==> src/design/eqs_pkg.sv <==
package eqs_pkg;

  localparam logic CMD_PUSH = 1'b0;
  localparam logic CMD_TICK = 1'b1;

  typedef enum logic [1:0] {
    PH_WAIT_IDLE = 2'd0,
    PH_STROBE    = 2'd1,
    PH_WAIT_DONE = 2'd2,
    PH_RETIRE    = 2'd3
  } phase_t;

  typedef enum logic {
    CS_IDLE = 1'b0,
    CS_READ = 1'b1
  } ctl_state_t;

  typedef struct packed {
    logic       command;
    logic [7:0] req_address;
    logic [7:0] req_value;
    logic       ee_busy;
  } in_item_t;

  typedef struct packed {
    logic       write_strobe;
    logic [7:0] write_address;
    logic [7:0] write_data;
    logic [3:0] pending;
    logic       dropped;
  } out_item_t;

  typedef struct packed {
    logic [7:0] addr;
    logic [7:0] data;
  } entry_t;

  typedef struct packed {
    logic wr_en;
    logic rd_en;
  } mem_ctl_t;

endpackage

==> src/design/eqs_ring_mem.sv <==
module eqs_ring_mem #(
  parameter int DEPTH = 16
) (
  input  logic                     clk,
  input  eqs_pkg::mem_ctl_t        mem_ctl,
  input  logic [$clog2(DEPTH)-1:0] wr_addr,
  input  eqs_pkg::entry_t          wr_entry,
  input  logic [$clog2(DEPTH)-1:0] rd_addr,
  output eqs_pkg::entry_t          rd_entry
);
  import eqs_pkg::*;

  entry_t mem [DEPTH];
  entry_t rd_entry_r;

  always_ff @(posedge clk) begin
    if (mem_ctl.wr_en) begin
      mem[wr_addr] <= wr_entry;
    end
    if (mem_ctl.rd_en) begin
      rd_entry_r <= mem[rd_addr];
    end
  end

  assign rd_entry = rd_entry_r;

endmodule

==> src/design/eqs_ctrl.sv <==
module eqs_ctrl #(
  parameter int DEPTH = 16
) (
  input  logic                     clk,
  input  logic                     rst_n,
  input  logic                     in_valid,
  input  eqs_pkg::in_item_t        in_data,
  output logic                     in_ready,
  input  logic                     out_free,
  output logic                     res_load,
  output eqs_pkg::out_item_t       res,
  output eqs_pkg::mem_ctl_t        mem_ctl,
  output logic [$clog2(DEPTH)-1:0] wr_addr,
  output eqs_pkg::entry_t          wr_entry,
  output logic [$clog2(DEPTH)-1:0] rd_addr,
  input  eqs_pkg::entry_t          rd_entry
);
  import eqs_pkg::*;

  localparam int IDX_W = $clog2(DEPTH);
  localparam int CNT_W = $clog2(DEPTH);
  localparam logic [IDX_W-1:0] LAST_IDX = IDX_W'(DEPTH - 1);
  localparam logic [CNT_W-1:0] FULL_CNT = CNT_W'(DEPTH - 1);

  ctl_state_t       state_r, state_nxt;
  phase_t           phase_r, phase_nxt;
  logic [IDX_W-1:0] head_r, head_nxt;
  logic [IDX_W-1:0] tail_r, tail_nxt;
  logic [CNT_W-1:0] count_r, count_nxt;
  logic [CNT_W+3:0] cnt_ext;
  logic             acc;
  logic             is_push;
  logic             full;
  logic             not_empty;

  assign in_ready  = (state_r == CS_IDLE) && out_free;
  assign acc       = in_valid && in_ready;
  assign is_push   = (in_data.command == CMD_PUSH);
  assign full      = (count_r == FULL_CNT);
  assign not_empty = (count_r != '0);

  always_comb begin
    state_nxt = state_r;
    unique case (state_r)
      CS_IDLE: begin
        if (acc && !is_push && not_empty && phase_r == PH_STROBE) begin
          state_nxt = CS_READ;
        end
      end
      CS_READ: begin
        state_nxt = CS_IDLE;
      end
      default: state_nxt = CS_IDLE;
    endcase
  end

  always_comb begin
    phase_nxt       = phase_r;
    head_nxt        = head_r;
    tail_nxt        = tail_r;
    count_nxt       = count_r;
    mem_ctl         = '0;
    res_load        = 1'b0;
    res             = '0;
    wr_addr         = tail_r;
    wr_entry.addr   = in_data.req_address;
    wr_entry.data   = in_data.req_value;
    rd_addr         = head_r;
    unique case (state_r)
      CS_IDLE: begin
        if (acc) begin
          res_load = 1'b1;
          if (is_push) begin
            if (full) begin
              res.dropped = 1'b1;
            end else begin
              mem_ctl.wr_en = 1'b1;
              tail_nxt      = (tail_r == LAST_IDX) ? '0 : tail_r + 1'b1;
              count_nxt     = count_r + 1'b1;
            end
          end else if (not_empty) begin
            unique case (phase_r)
              PH_WAIT_IDLE: begin
                if (!in_data.ee_busy) begin
                  phase_nxt = PH_STROBE;
                end
              end
              PH_STROBE: begin
                mem_ctl.rd_en = rst_n;
                res_load      = 1'b0;
                phase_nxt     = PH_WAIT_DONE;
              end
              PH_WAIT_DONE: begin
                if (!in_data.ee_busy) begin
                  phase_nxt = PH_RETIRE;
                end
              end
              PH_RETIRE: begin
                head_nxt  = (head_r == LAST_IDX) ? '0 : head_r + 1'b1;
                count_nxt = count_r - 1'b1;
                phase_nxt = PH_WAIT_IDLE;
              end
              default: phase_nxt = PH_WAIT_IDLE;
            endcase
          end
        end
      end
      CS_READ: begin
        res_load          = 1'b1;
        res.write_strobe  = 1'b1;
        res.write_address = rd_entry.addr;
        res.write_data    = rd_entry.data;
      end
      default: ;
    endcase
    cnt_ext     = {4'b0000, count_nxt};
    res.pending = cnt_ext[3:0];
  end

  always_ff @(posedge clk) begin
    if (!rst_n) begin
      state_r <= CS_IDLE;
      phase_r <= PH_WAIT_IDLE;
      head_r  <= '0;
      tail_r  <= '0;
      count_r <= '0;
    end else begin
      state_r <= state_nxt;
      phase_r <= phase_nxt;
      head_r  <= head_nxt;
      tail_r  <= tail_nxt;
      count_r <= count_nxt;
    end
  end

endmodule

==> src/design/eeprom_write_queue_sequencer.sv <==
// A push or a tick without strobe has its result in the output register in the cycle after it is taken;
// a strobe tick first reads the queue memory into its read register (state CS_READ), then loads the result.
// Throughput: one item per cycle while the output is free; a strobe tick holds the input off in CS_READ.
// Reset (rst_n low, synchronous) clears head, tail, count, phase and the output valid flag;
// queue memory contents stay undefined and need no clearing pass.
module eeprom_write_queue_sequencer #(
  parameter int QUEUE_DEPTH = 16
) (
  input  logic               clk,
  input  logic               rst_n,
  input  logic               in_valid,
  output logic               in_ready,
  input  eqs_pkg::in_item_t  in_data,
  output logic               out_valid,
  input  logic               out_ready,
  output eqs_pkg::out_item_t out_data
);
  import eqs_pkg::*;

  localparam int IDX_W = $clog2(QUEUE_DEPTH);

  logic             out_valid_r;
  out_item_t        out_data_r;
  logic             out_free;
  logic             res_load;
  out_item_t        res;
  mem_ctl_t         mem_ctl;
  logic [IDX_W-1:0] wr_addr;
  logic [IDX_W-1:0] rd_addr;
  entry_t           wr_entry;
  entry_t           rd_entry;

  assign out_free = !out_valid_r || out_ready;

  eqs_ctrl #(
    .DEPTH(QUEUE_DEPTH)
  ) u_ctrl (
    .clk      (clk),
    .rst_n    (rst_n),
    .in_valid (in_valid),
    .in_data  (in_data),
    .in_ready (in_ready),
    .out_free (out_free),
    .res_load (res_load),
    .res      (res),
    .mem_ctl  (mem_ctl),
    .wr_addr  (wr_addr),
    .wr_entry (wr_entry),
    .rd_addr  (rd_addr),
    .rd_entry (rd_entry)
  );

  eqs_ring_mem #(
    .DEPTH(QUEUE_DEPTH)
  ) u_ring_mem (
    .clk      (clk),
    .mem_ctl  (mem_ctl),
    .wr_addr  (wr_addr),
    .wr_entry (wr_entry),
    .rd_addr  (rd_addr),
    .rd_entry (rd_entry)
  );

  always_ff @(posedge clk) begin
    if (!rst_n) begin
      out_valid_r <= 1'b0;
    end else if (res_load) begin
      out_valid_r <= 1'b1;
    end else if (out_ready) begin
      out_valid_r <= 1'b0;
    end
  end

  always_ff @(posedge clk) begin
    if (res_load) begin
      out_data_r <= res;
    end
  end

  assign out_valid = out_valid_r;
  assign out_data  = out_data_r;

`ifndef ASSERT_OFF
  a_read_then_strobe: assert property (@(posedge clk) disable iff (!rst_n)
    $past(mem_ctl.rd_en) |-> res_load && res.write_strobe)
    else $error("memory read not followed by strobe result");

  a_no_strobe_zero: assert property (@(posedge clk) disable iff (!rst_n)
    out_valid && !out_data.write_strobe |->
      out_data.write_address == 8'h00 && out_data.write_data == 8'h00)
    else $error("write fields non-zero without strobe");

  a_drop_no_strobe: assert property (@(posedge clk) disable iff (!rst_n)
    out_valid && out_data.dropped |-> !out_data.write_strobe)
    else $error("dropped and strobe in the same item");

  a_load_when_free: assert property (@(posedge clk) disable iff (!rst_n)
    res_load |-> out_free)
    else $error("result loaded over an untaken item");
`endif

endmodule

==> config.mk <==
export PLATFORM = sky130hd
export DESIGN_NAME = eeprom_write_queue_sequencer
export DESIGN_NICKNAME = d
export VERILOG_FILES = /design/src/design/eqs_pkg.sv /design/src/design/eqs_ring_mem.sv /design/src/design/eqs_ctrl.sv /design/src/design/eeprom_write_queue_sequencer.sv
export SDC_FILE = /design/constraint.sdc
export NUM_CORES = 1
export LEC_CHECK = 0
export ABC_AREA = 1
export BUFFER_PORTS_ARGS = -buffer_cell sky130_fd_sc_hd__buf_2
export CAP_MARGIN = 20
export CORE_UTILIZATION = 45
export DETAILED_ROUTE_END_ITERATION = 10
export GPL_ROUTABILITY_DRIVEN = 0
export RECOVER_POWER = 50
export SLEW_MARGIN = 20
export SYNTH_ARGS = -nofsm -noshare
export SYNTH_HDL_FRONTEND = slang
export SYNTH_SLANG_ARGS = --single-unit
==> constraint.sdc <==
create_clock -name clk -period 3.5 [get_ports clk]
set_input_delay 0.175 -clock clk [delete_from_list [all_inputs] [get_ports clk]]
set_output_delay 0.175 -clock clk [all_outputs]
set_load 0.1 [all_outputs]
Word-level counts from Yosys, hierarchy flattened
Memories as Yosys holds them, arrays and structs flattened. A register that Yosys moved wholly into a read port is not among the register bits.
Index checks and enable logic that the tools add are counted.
W data, S select, Z words.

cells by class
  add/sub/neg operators = 4
  equal/unequal tests = 8
  multiplexer cells = 31
  bitwise operators = 4
  reduce and logical (&&, ||, !) cells = 14

operator list
  operator               number
  $mux W4                8
  $mux W17               1
  $mux W1                15
  $add A4 B1 Y4 const B  3
  $eq A4 B4 Y1 const B   3
  $mux W2                4
  $pmux W2 S4            1
  $reduce_and A6 Y1      1
  $logic_and A1 B1 Y1    5
  $reduce_and A5 Y1      1
  $eq A2 B2 Y1 const B   2
  $ne A2 B2 Y1 const B   2
  $not A1 Y1             4
  $pmux W1 S2            2
  $reduce_and A4 Y1      1
  $reduce_bool A4 Y1     1
  $sub A4 B1 Y4 const B  1
  $reduce_or A3 Y1       1
  $eq A2 B1 Y1 const B   1
  $logic_not A2 Y1       1
  $reduce_bool A2 Y1     1
  $logic_not A1 Y1       1
  $logic_or A1 B1 Y1     1

word-level totals
  register bits after elaboration = 38
  RAM bits = 256
  bits of input ports = 22
  output and inout port bits = 24
  word-level logic and storage cells = 73
  memories = 1

memories
  name            words  width  read ports  clocked after memory_dff  wr ports  line                text
  u_ring_mem.mem  16     16     1           1                         1         eqs_ring_mem.sv:13  entry_t mem [DEPTH];

Logic depth before layout (Yosys ltp)
Gate-level depths: netlist (run 1).

  depth after elaboration = 9
  mapped depth = 10
  mapped depth without buffers = 10

Modules after synthesis
Synthesis (run 1) repeated with hierarchy kept, for this count alone.

second synthesis, totals
  cell total of the unflattened synthesis = 1300
  area total of the unflattened synthesis = 13580.5 um^2

modules (own cells, without submodules)
  module                        instances  cells each  area an instance (um^2)  sequential area each (um^2)
  eqs_ring_mem                  1          1074        11541.1                  8167.8
  eqs_ctrl                      1          198         1332.5                   300.3
  eeprom_write_queue_sequencer  1          28          706.9                    680.7

Worst setup path before layout (run 1)
Ideal clock, no wire load.

  path type = reg-to-reg
  start point = register out_valid_r (netlist: out_valid)
  end point = register u_ring_mem.rd_entry[0] (netlist name)
  library setup time = 0.430 ns
  arrival = 2.727 ns
  data required time = 3.070 ns
  setup slack = 0.343 ns
  cell stages (with the launch flop) = 4
  path buffers = 0
  period minus slack after synthesis = 3.157 ns
  cell sequence = dfxtp_1 nand2_1 nand3_4 nor4_1

RTL lines
  what                      line                                text
  start: declaration        eeprom_write_queue_sequencer.sv:22  logic out_valid_r;
  start signal: assignment  eeprom_write_queue_sequencer.sv:66  out_valid_r <= 1'b0;
  start signal: assignment  eeprom_write_queue_sequencer.sv:68  out_valid_r <= 1'b1;
  start signal: assignment  eeprom_write_queue_sequencer.sv:70  out_valid_r <= 1'b0;

Worst setup path after layout (run 1)
  start point = register u_ctrl.state_r
  end point = memory u_ring_mem.mem[3][8] (netlist name) (enable)

on the way
  longest elaborated chain between the ends = 7

RTL lines
  what                               line                text
  start: declaration                 eqs_ctrl.sv:25      ctl_state_t state_r, state_nxt;
  start signal: assignment           eqs_ctrl.sv:128     state_r <= state_nxt;
  $not A1 Y1 (no source line)        --
  $logic_and A1 B1 Y1                eqs_ctrl.sv:36      assign in_ready = (state_r == CS_IDLE) && out_free;
  $logic_and A1 B1 Y1                eqs_ctrl.sv:37      assign acc = in_valid && in_ready;
  $mux W2                            eqs_ctrl.sv:71      if (acc) begin
  $mux W2 (*)                        eqs_ctrl.sv:69      unique case (state_r)
  $mux W1 (*)                        eqs_ring_mem.sv:17  if (mem_ctl.wr_en) begin
  $mux W1 (implied by the code) (*)  eqs_ring_mem.sv:18  mem[wr_addr] <= wr_entry;
  end: declaration                   eqs_ring_mem.sv:13

Mark *: on every way between the ends. The rest lies on a longest branch, timed or not.

==> metrics.cfg, run 1 <==
[global_route]
grt-ovfl-total = 0
grt_start_max_net_pins = 107
grt_usage_pct = 20.65
grt_pass1_wl_um = 44030
antenna_found_initial = 0
grt_pass1_vias = 7449

[routing]
dr.max_layer_used = met4
drt-wirelength-per-cell_um = 19.40
wl_met1_um = 13300
antenna_left = 0
drc = 0
dr.first_iter.drc_count = 837
routed-wl-met3_um = 1786
routed_wl_um = 29280
wl_met2_um = 13340
vias = 8041
firstDrtPassIters = 6
avgViaCountPerCell = 5.329

[critical_path]
cp_max_fo = 18
worstPathRequired_ps = 3760
crit_buf_inv = 2
slowest_stage = nor2_1
critical_path_class = reg2reg
slowest_delay_ps = 580
cp.arrival_ps = 3090
critical_path.endpoint_type = flip-flop
cp_cell_sequence = inv_1, nand3_1, nor2_4, nand2_1, nor2_1, buf_4
start_kind = flip-flop
crit_family = simple AND/OR/NAND/NOR gates

[final_layout]
design_area_mm2 = 0.01424
n_antenna_cell = 0
fillers = 2417
final-instance-count-excl-fill = 1509
nets = 1147
fin_util_pct = 52.40
drive_above_1_share_pct = 8.443
synthToLayoutAreaGrowth_pct = 13.48

[timing]
whs_ps = 37.87
max-slew-margin-rel_pct = 21.85
hold_viol = 0
rsz0062_at_grt = no
min_period_ps = 2838
tns_ps = 0
period_share_pct = 81.08
tightest_slew_ps = 1177
setup_viol_count_final = 0
skew_ps = 10.72
slew_viol_final = 0
timing.final.ws_setup_ps = 662.3
max_clock_freq_mhz = 352.4

[logic_synthesis]
yosysMostFrequentCell = edfxtp_1
yosys_warnings = 0
yosysSeqAreaShare_pct = 72.91
yosysTopAreaCellShare_pct = 70.36
yosys.area.top_type = edfxtp_1
ys_top_cells_by_area = edfxtp_1, nor2_1, o21ai_0, nand2_1, dfxtp_1
yosysUniqueCellTypes = 26
ys_async_sr_fraction_pct = 0
syn-instance-count = 1045
synth_seq_cells = 310
synth-main-ff-cell = edfxtp_1
syn_nets = 1078
netlist_area_mm2 = 0.01255
syn_avg_cell_area_um2 = 12.01
synth_common_cells = edfxtp_1, nor2_1, nand2_1
synth-edff-count = 294

[power_and_ir_drop]
peakVddDrop_mv = 0.4122
p_per_area_mw_per_mm2 = 528.4
power.leakage_nw = 5.013
power.total_mw = 7.524

[die]
dieArea_mm2 = 0.02856
coreArea_mm2 = 0.02718
rows = 60
die_w_um = 169.0
ioPinCount = 46
start_util_pct = 46.17
fp.dieH_um = 169.0

[hold_path]
hold_path.class = in2reg

[clock_tree]
clockRootBuffer = clkbuf_16
post-cts-setup-buffers = 0
cts.htree.levels = 1
cts_tree = yes
cts_hold_buffers = 10
cts_resized = 0
numCtsBuffers = 31
clock_latency_ps = 560
clock_sinks = 310
clkTransAtPathRegs_ps = 60
clock_path_buffers = 3

[place]
placed_area_mm2 = 0.01326
dp.cells = 1443
pre_cts_ws_ps = 968.5
port_buffers = 45
hpwl_um = 17570

[job]
max-cap-violations = 0

[outcome]
status = finished clean

## layout make-up
cell class | instances | area [um^2] | area share (%)
clock buffer | 35 | 790.8 | 5.553
clock inverter | 21 | 157.7 | 1.107
inverter | 62 | 234.0 | 1.643
multi-input combinational | 621 | 2890 | 20.30
sequential | 310 | 9156 | 64.30
tap | 372 | 465.4 | 3.269
timing repair buffer | 88 | 545.5 | 3.831
## power by group
part           switching, mW  leakage (nW)  internal, mW
Clock                   1.36         0.466          1.76
Combinational          0.241          1.74        0.0484
Sequential            0.0137          2.80          4.09
Total                   1.62          5.01          5.90
## routing by layer
layer  vias to the layer above  track usage (%)
met1                      3896            29.69
met4                         0            7.325
met5                         -                0
met3                        52            2.923
li1                       3798                -
met2                       295            32.20
## worst min-delay path, stage by stage
cell and delay [ps]:
buf_2 70, inv_1 30, nand2_1 100, nand2_1 60, inv_1 60, a21oi_1 60
## sequential cells by signal (all words and copies together) (netlist names)
| signal | count |
|---|---|
| out_data | 22 |
| out_valid | 1 |
| u_ctrl.count_r | 4 |
| u_ctrl.phase_r | 2 |
| u_ctrl.rd_addr | 4 |
| u_ctrl.state_r | 1 |
| u_ctrl.wr_addr | 4 |
| u_ring_mem.mem | 256 |
| u_ring_mem.rd_entry | 16 |
## cell families (layout without fill, tap and decap cells)
family,count (synthesis),count (layout),synth area share [%]
AO/OA/AOI/OAI,212,212,9.094
XOR/XNOR,3,3,0.2094
adder cells (fa/ha/maj),11,11,1.097
buffers and inverters,114,206,4.208
flip-flops,310,310,72.91
AND/OR/NAND/NOR,395,395,12.48
## cell usage in the layout (no fill, tap or decap), drive strengths merged, types with 3 or more instances in the layout
master	Yosys	final
a21oi	13	13
o21ai	167	167
dfxtp	16	16
nor2	225	225
dlygate4sd3	0	10
o211ai	32	32
ha	11	11
nor3	3	3
clkinv	1	18
buf	36	38
clkbuf	16	75
inv	61	62
nand4	3	3
nand3	35	35
edfxtp	294	294
nand2	126	126
## worst paths after layout
check	from	to	slack, ps	cells past startpoint
worst max-delay path	u_ctrl.state_r	u_ring_mem.mem[3][8]	660	6
worst max register to register	u_ctrl.state_r	u_ring_mem.mem[3][8]	660	6
worst min register to register	u_ring_mem.rd_entry[15]	out_data[20]	500	2
worst min-delay path	out_ready	out_valid	40	6
Note: power is estimated with default switching activity, not from simulation.
==> run 2, diff against run 1 <==
- ABC_AREA: 1 -> 0
- clock period: 3.5 -> 2.5 ns (I/O delays scaled with it)
==> metrics.cfg, run 2 <==
[clock_tree]
clock_latency_ps = 570  ; about the same
cts.htree.levels = 1  ; unchanged
post-cts-setup-buffers = 0  ; unchanged
cts_tree = yes
clock_path_buffers = 3  ; unchanged
numCtsBuffers = 31  ; unchanged
clock_sinks = 310  ; unchanged
clkTransAtPathRegs_ps = 60  ; about the same
clockRootBuffer = clkbuf_16

[place]
dp.cells = 988  ; -32%
hpwl_um = 15690  ; -11%
pre_cts_ws_ps = 347.5  ; -621.0 ps
port_buffers = 45  ; unchanged
placed_area_mm2 = 0.01289  ; -2.8%

[logic_synthesis]
synth_top_family_by_area = multiplexers
yosysSeqAreaShare_pct = 75.87  ; +3.0 points
synth_common_cells = edfxtp_1, mux4_2, a22oi_1
synth_simple_gate_area_share_pct = 4.981  ; -7.5 points
netlist_area_mm2 = 0.01206  ; -3.9%
yosysUniqueCellTypes = 46  ; +77%
synth_compound_area_share_pct = 3.829  ; -5.3 points
synthAdderAreaFrac_pct = 1.141  ; +0.045 points
synth_xor_area_share_pct = 0.07264  ; -0.14 points
yosysTopAreaCellShare_pct = 73.22  ; +2.9 points
synth_seq_cells = 310  ; unchanged
syn_avg_cell_area_um2 = 19.83  ; +65%
syn-instance-count = 608  ; -42%
yosysMostFrequentCell = edfxtp_1
ys_top_cells_by_area = edfxtp_1, mux4_2, dfxtp_1, a22oi_1, ha_1
synth.area.mux_share_pct = 12.29  ; +12 points
ys_async_sr_fraction_pct = 0  ; unchanged
synth-edff-count = 294  ; unchanged
synth-main-ff-cell = edfxtp_1
syn_nets = 641  ; -41%
yosys.area.top_type = edfxtp_1
yosys_warnings = 0  ; unchanged

[final_layout]
nets = 741  ; -35%
fin_util_pct = 53.11  ; +0.71 points
final-instance-count-excl-fill = 1065  ; -29%
regMostFlops = u_ring_mem.mem
fillers = 2068  ; -14%
multi_input_area_mm2 = 0.002735  ; -5.4%
drive_above_1_share_pct = 23.42  ; +15 points
seq_area_mm2 = 0.009155  ; about the same
final_common_cell = edfxtp_1
layout_common_cells = edfxtp_1, mux4_2, clkbuf_1, a22oi_1, clkbuf_16
n_antenna_cell = 0  ; unchanged
largest_reg_flops = 256  ; unchanged
synthToLayoutAreaGrowth_pct = 15.42
design_area_mm2 = 0.01392  ; -2.3%

[die]
die_w_um = 165.7  ; -2.0%
start_util_pct = 46.01  ; -0.16 points
ioPinCount = 46  ; unchanged
fp.dieH_um = 165.7  ; -2.0%
dieArea_mm2 = 0.02745  ; -3.9%
rows = 59  ; -1.7%
coreArea_mm2 = 0.02621  ; -3.6%

[global_route]
grt_pass1_wl_um = 37970  ; -14%
grt-ovfl-total = 0  ; unchanged
grt_usage_pct = 18.41  ; -2.2 points
antenna_found_initial = 0  ; unchanged
grt_start_max_net_pins = 36  ; -66%
grt_pass1_vias = 6219  ; -17%

[outcome]
violations = design-rule violations
status = finished, violations left

[hold_path]
hold_path_depth = 4  ; -2
hold_path.class = in2reg

[timing]
period_share_pct = 95.40  ; +14 points
slew_viol_final = 0  ; unchanged
max-slew-margin-rel_pct = 20.72  ; -1.1 points
tns_ps = 0  ; unchanged
skew_ps = 19.55  ; +8.837 ps
rsz0062_at_grt = no
hold_viol = 0  ; unchanged
max_clock_freq_mhz = 419.3  ; +19%
min_period_ps = 2385  ; -452.7 ps
timing.final.ws_setup_ps = 115.0  ; -547.3 ps
setup_viol_count_final = 0  ; unchanged
whs_ps = 471.6  ; +433.8 ps
tightest_slew_ps = 1194  ; +17.05 ps

[routing]
firstDrtPassIters = 8  ; +2
drt-wirelength-per-cell_um = 23.24  ; +20%
routed_wl_um = 24750  ; -15%
avgViaCountPerCell = 5.702  ; +7.0%
antenna_left = 0  ; unchanged
vias = 6073  ; -24%
dr.first_iter.drc_count = 639  ; -24%
drc = 10  ; +10

[power_and_ir_drop]
peakVddDrop_mv = 0.4557  ; +11%
p_per_area_mw_per_mm2 = 736.3  ; +39%
power.leakage_nw = 4.436  ; -12%
power.total_mw = 10.25  ; +36%

[critical_path]
cp.arrival_ps = 2830  ; -260 ps
critical_path.endpoint_type = flip-flop
critical_path_class = reg2reg
worstPathRequired_ps = 2950  ; -810 ps
cp_max_fo = 6  ; -12
start_kind = flip-flop
ff2ff_path_depth = 6  ; unchanged

[job]
max-cap-violations = 0  ; unchanged

==> run 2: changes by cell type after synthesis, sizes merged, moves of 5 or more <==
cell | previous run | this run
buf | 36 | 18
nor2 | 225 | 23
and2 | 0 | 17
nand2b | 0 | 6
nor3 | 3 | 8
mux4 | 0 | 64
nand3 | 35 | 8
o211ai | 32 | 0
inv | 61 | 9
o21ai | 167 | 2
a22oi | 0 | 32
nand2 | 126 | 30
==> run 2: critical path, stage by stage (launching register included) <==
cell,delay (ps)
dfxtp_1,420
inv_1,90
ha_1,240
nor3b_4,180
or4_4,510
o221a_1,280
dlygate4sd3_1,540
==> run 2: logic make-up after synthesis <==
group | Yosys count
xor gates and xnor gates | 1
adders and majority gates | 11
AOI/OAI and AO/OA | 62
DFF | 310
and+or+nand+nor | 113
muxes | 68
buffers and inverters | 43
==> run 2: worst paths after layout <==
check,start,endpoint,slack [ps]
worst min-delay path,rst_n,u_ctrl.count_r[0],470
worst max register to register,u_ctrl.count_r[1],u_ctrl.phase_r[0],120
worst min register to register,u_ctrl.count_r[0],u_ctrl.count_r[0],510
worst max-delay path,u_ctrl.count_r[1],u_ctrl.phase_r[0],120
==> run 2: layout make-up <==
cell class / instances / area share, %
Sequential cell: 310 / 65.78
Multi-Input combinational cell: 255 / 19.65
Clock buffer: 43 / 5.898
Timing Repair Buffer: 101 / 4.990
Tap cell: 335 / 3.012
Clock inverter: 12 / 0.4225
Inverter: 9 / 0.2427
==> run 2: report_power, final <==
part / switching (mW) / total [mW] / internal (mW)
Clock: 1.83 / 4.10 / 2.27
Sequential: 0.0173 / 5.74 / 5.72
Combinational: 0.316 / 0.402 / 0.0860
==> run 2: timing repair <==
action / CTS / global route
hold buffers: 22 / 0
setup endpoints to repair: 0 / 1
resized for setup: 0 / 1
endpoints found under the hold margin: 267 / 0
==> run 2: layer usage <==
| layer | wire, um | up-vias | GRT usage [%] |
|---|---|---|---|
| met1 | 11220 | 3168 | 26.74 |
| met3 | 1427 | 35 | 2.843 |
| met4 | 427 | 0 | 4.673 |
| li1 | - | 2677 | - |
| met2 | 11670 | 193 | 29.38 |
| met5 | 0 | - | 0 |
==> run 3, diff against run 2 <==
- BUFFER_PORTS_ARGS: -buffer_cell sky130_fd_sc_hd__buf_2 -> default
- DONT_BUFFER_PORTS: default -> 1
==> metrics.cfg, run 3 (same netlist as run 2, synthesis figures left out) <==
[critical_path]
critical_path.endpoint_type = flip-flop
ff2ff_path_depth = 6  ; unchanged
crit_family = simple AND/OR/NAND/NOR gates
critical_path_class = reg2reg
critPathCapture = u_ctrl.phase_r[0]
timing.rr.start = u_ctrl.count_r[0]
cp_max_fo = 6  ; unchanged
slowest_stage = dlygate4sd3_1
cp_cell_sequence = inv_1, ha_1, nor3b_4, or4_4, o221a_1, dlygate4sd3_1
cp.arrival_ps = 2860  ; +30 ps
crit_buf_inv = 2  ; unchanged
r2r-end = u_ctrl.phase_r[0]
critPathLaunch = u_ctrl.count_r[0]
slowest_delay_ps = 550  ; about the same
r2r_slack_ps = 80  ; -30 ps
worstPathRequired_ps = 2940  ; about the same
path_depth = 6  ; unchanged
start_kind = flip-flop

[clock_tree]
clock_sinks = 310  ; unchanged
clock_latency_ps = 560  ; about the same
numCtsBuffers = 31  ; unchanged
cts_tree = yes
post-cts-setup-buffers = 0  ; unchanged
cts_hold_buffers = 21  ; -4.5%
clkTransAtPathRegs_ps = 60  ; about the same
cts.htree.levels = 1  ; unchanged
clockRootBuffer = clkbuf_16
clock_path_buffers = 3  ; unchanged
cts_resized = 0  ; unchanged

[final_layout]
multi_input_area_mm2 = 0.002698  ; -1.4%
largest_reg_flops = 256  ; unchanged
layout_common_cells = edfxtp_1, mux4_2, a22oi_1, clkbuf_16, nand2_1
final-instance-count-excl-fill = 1026  ; -3.7%
n_antenna_cell = 0  ; unchanged
final_common_cell = edfxtp_1
fillers = 1975  ; -4.5%
seq_area_mm2 = 0.009154  ; about the same
regMostFlops = u_ring_mem.mem
synthToLayoutAreaGrowth_pct = 15.40  ; about the same
nets = 699  ; -5.7%
drive_above_1_share_pct = 23.44  ; about the same

[timing]
hold_viol = 0  ; unchanged
max-slew-margin-rel_pct = 23.03  ; +2.3 points
skew_ps = 17.07  ; -2.480 ps
rsz0062_at_grt = no
timing.final.ws_setup_ps = 81.16  ; -33.86 ps
setup_viol_count_final = 0  ; unchanged
period_share_pct = 96.75  ; +1.4 points
max_clock_freq_mhz = 413.4  ; -1.4%
slew_viol_final = 0  ; unchanged
tightest_slew_ps = 1160  ; -34.84 ps
min_period_ps = 2419  ; +33.86 ps

[power_and_ir_drop]
netSwitchingFraction_pct = 20.52  ; -0.61 points
p_int_mw = 8.592  ; +6.3%
clkPwrFrac_pct = 43.4  ; +3.4 points
p_comb_share_pct = 2.2  ; -1.7 points
seqPwrFrac_pct = 54.4  ; -1.6 points
peakVddDrop_mv = 0.6078  ; +33%
power.total_mw = 10.81  ; +5.5%
p_per_area_mw_per_mm2 = 776.9  ; +5.5%
p_switching_mw = 2.218  ; +2.4%
power.leakage_nw = 4.457  ; +0.47%

[die]
coreArea_mm2 = 0.02621  ; unchanged
die_w_um = 165.7  ; unchanged
dieArea_mm2 = 0.02745  ; unchanged
rows = 59  ; unchanged
start_util_pct = 46.01  ; unchanged
fp.dieH_um = 165.7  ; unchanged
ioPinCount = 46  ; unchanged

[place]
dp.cells = 947  ; -4.1%
hpwl_um = 15590  ; -0.64%
port_buffers = 0  ; -100%
pre_cts_ws_ps = 414.8  ; +67.33 ps

[routing]
antenna_left = 0  ; unchanged
vias = 5905  ; -2.8%
avgViaCountPerCell = 5.755  ; +0.93%
dr.first_iter.drc_count = 576  ; -9.9%
firstDrtPassIters = 7  ; -1
drc = 10  ; unchanged
drt-wirelength-per-cell_um = 24.10  ; +3.7%
routed_wl_um = 24720  ; -0.11%

[global_route]
grt_util_met1_pct = 27.24  ; +0.50 points
antenna_found_initial = 0  ; unchanged
grt_use_met3_pct = 2.628  ; -0.22 points
grt_start_max_net_pins = 68  ; +89%
global_route.usage.met2_pct = 29.46  ; +0.074 points
grt_pass1_wl_um = 38320  ; +0.93%
grt_pass1_vias = 6022  ; -3.2%
grt_usage_pct = 18.75  ; +0.34 points
grt-busiest-layer = met2
grt-ovfl-total = 0  ; unchanged

[outcome]
violations = design-rule violations
status = finished, violations left

[job]
max-cap-violations = 0  ; unchanged

[hold_path]
hold_path.class = in2reg

[run 3: changes by cell type in the layout (fill, tap and decap cells not counted), moves of 5 or more]
| cell | previous run | this run |
|---|---|---|
| clkbuf_1 | 53 | 9 |
| and2_1 | 13 | 5 |
| nor2_2 | 15 | 2 |
| nor2_1 | 8 | 21 |
| buf_2 | 5 | 0 |
| and2_0 | 4 | 12 |
| bufinv_16 | 0 | 5 |
[run 3: final cells by class]
| cell class | instances | area share [%] |
|---|---|---|
| clock inverters | 22 | 1.798 |
| flip-flops and latches | 310 | 65.79 |
| inverters | 9 | 0.2428 |
| clock buffers | 36 | 5.710 |
| multi-input cells | 255 | 19.39 |
| repair buffers | 59 | 4.064 |
| well taps | 335 | 3.012 |
[run 3: power by group through the flow]
stage	combinational, mW	clock [mW]	sequential (mW)
floorplan	0.112	0	5.99
global route	0.264	5.00	5.88
CTS	0.249	4.80	5.88
finish	0.241	4.69	5.88
global placement	0.152	0	5.99
detailed placement	0.155	0	5.99
[run 3: metal layers]
layer  vias up  wire [um]
met2       182      11660
li1       2601          -
met4         0        610
met1      3083      11010
met5         -          0
met3        39       1435
[run 3: how the worst min path moves through the flow]
stage	startpoint	cells past startpoint	end
after floorplan	in_data[1]	0	u_ring_mem.mem[0][0]
after global placement	in_data[9]	0	u_ring_mem.mem[4][8]
after detailed placement	in_data[8]	0	u_ring_mem.mem[4][7]
after CTS	out_ready	4	u_ctrl.count_r[2]
after global routing	in_valid	3	out_data[0]
final	out_ready	4	u_ctrl.count_r[2]
[run 3: tightest hold or removal path, cell delays in order]
cell,delay (ps)
nand2b_1,160
a31oi_1,100
nor2_1,110
nor4_1,60
[run 3: per-stage QoR]
| stage | hold WS [ps] | setup TNS (ps) | cell area (um^2) | utilization [%] |
|---|---|---|---|---|
| floorplan | 223.9 | -1378 | 12080 | - |
| global placement | 224.9 | 0 | 12690 | 48.43 |
| detailed placement | 224.5 | 0 | 12690 | 48.43 |
| CTS | 20.59 | 0 | 13950 | 53.22 |
| global route | 89.95 | 0 | 13910 | 53.10 |
| finish | 56.87 | 0 | 13910 | 53.10 |
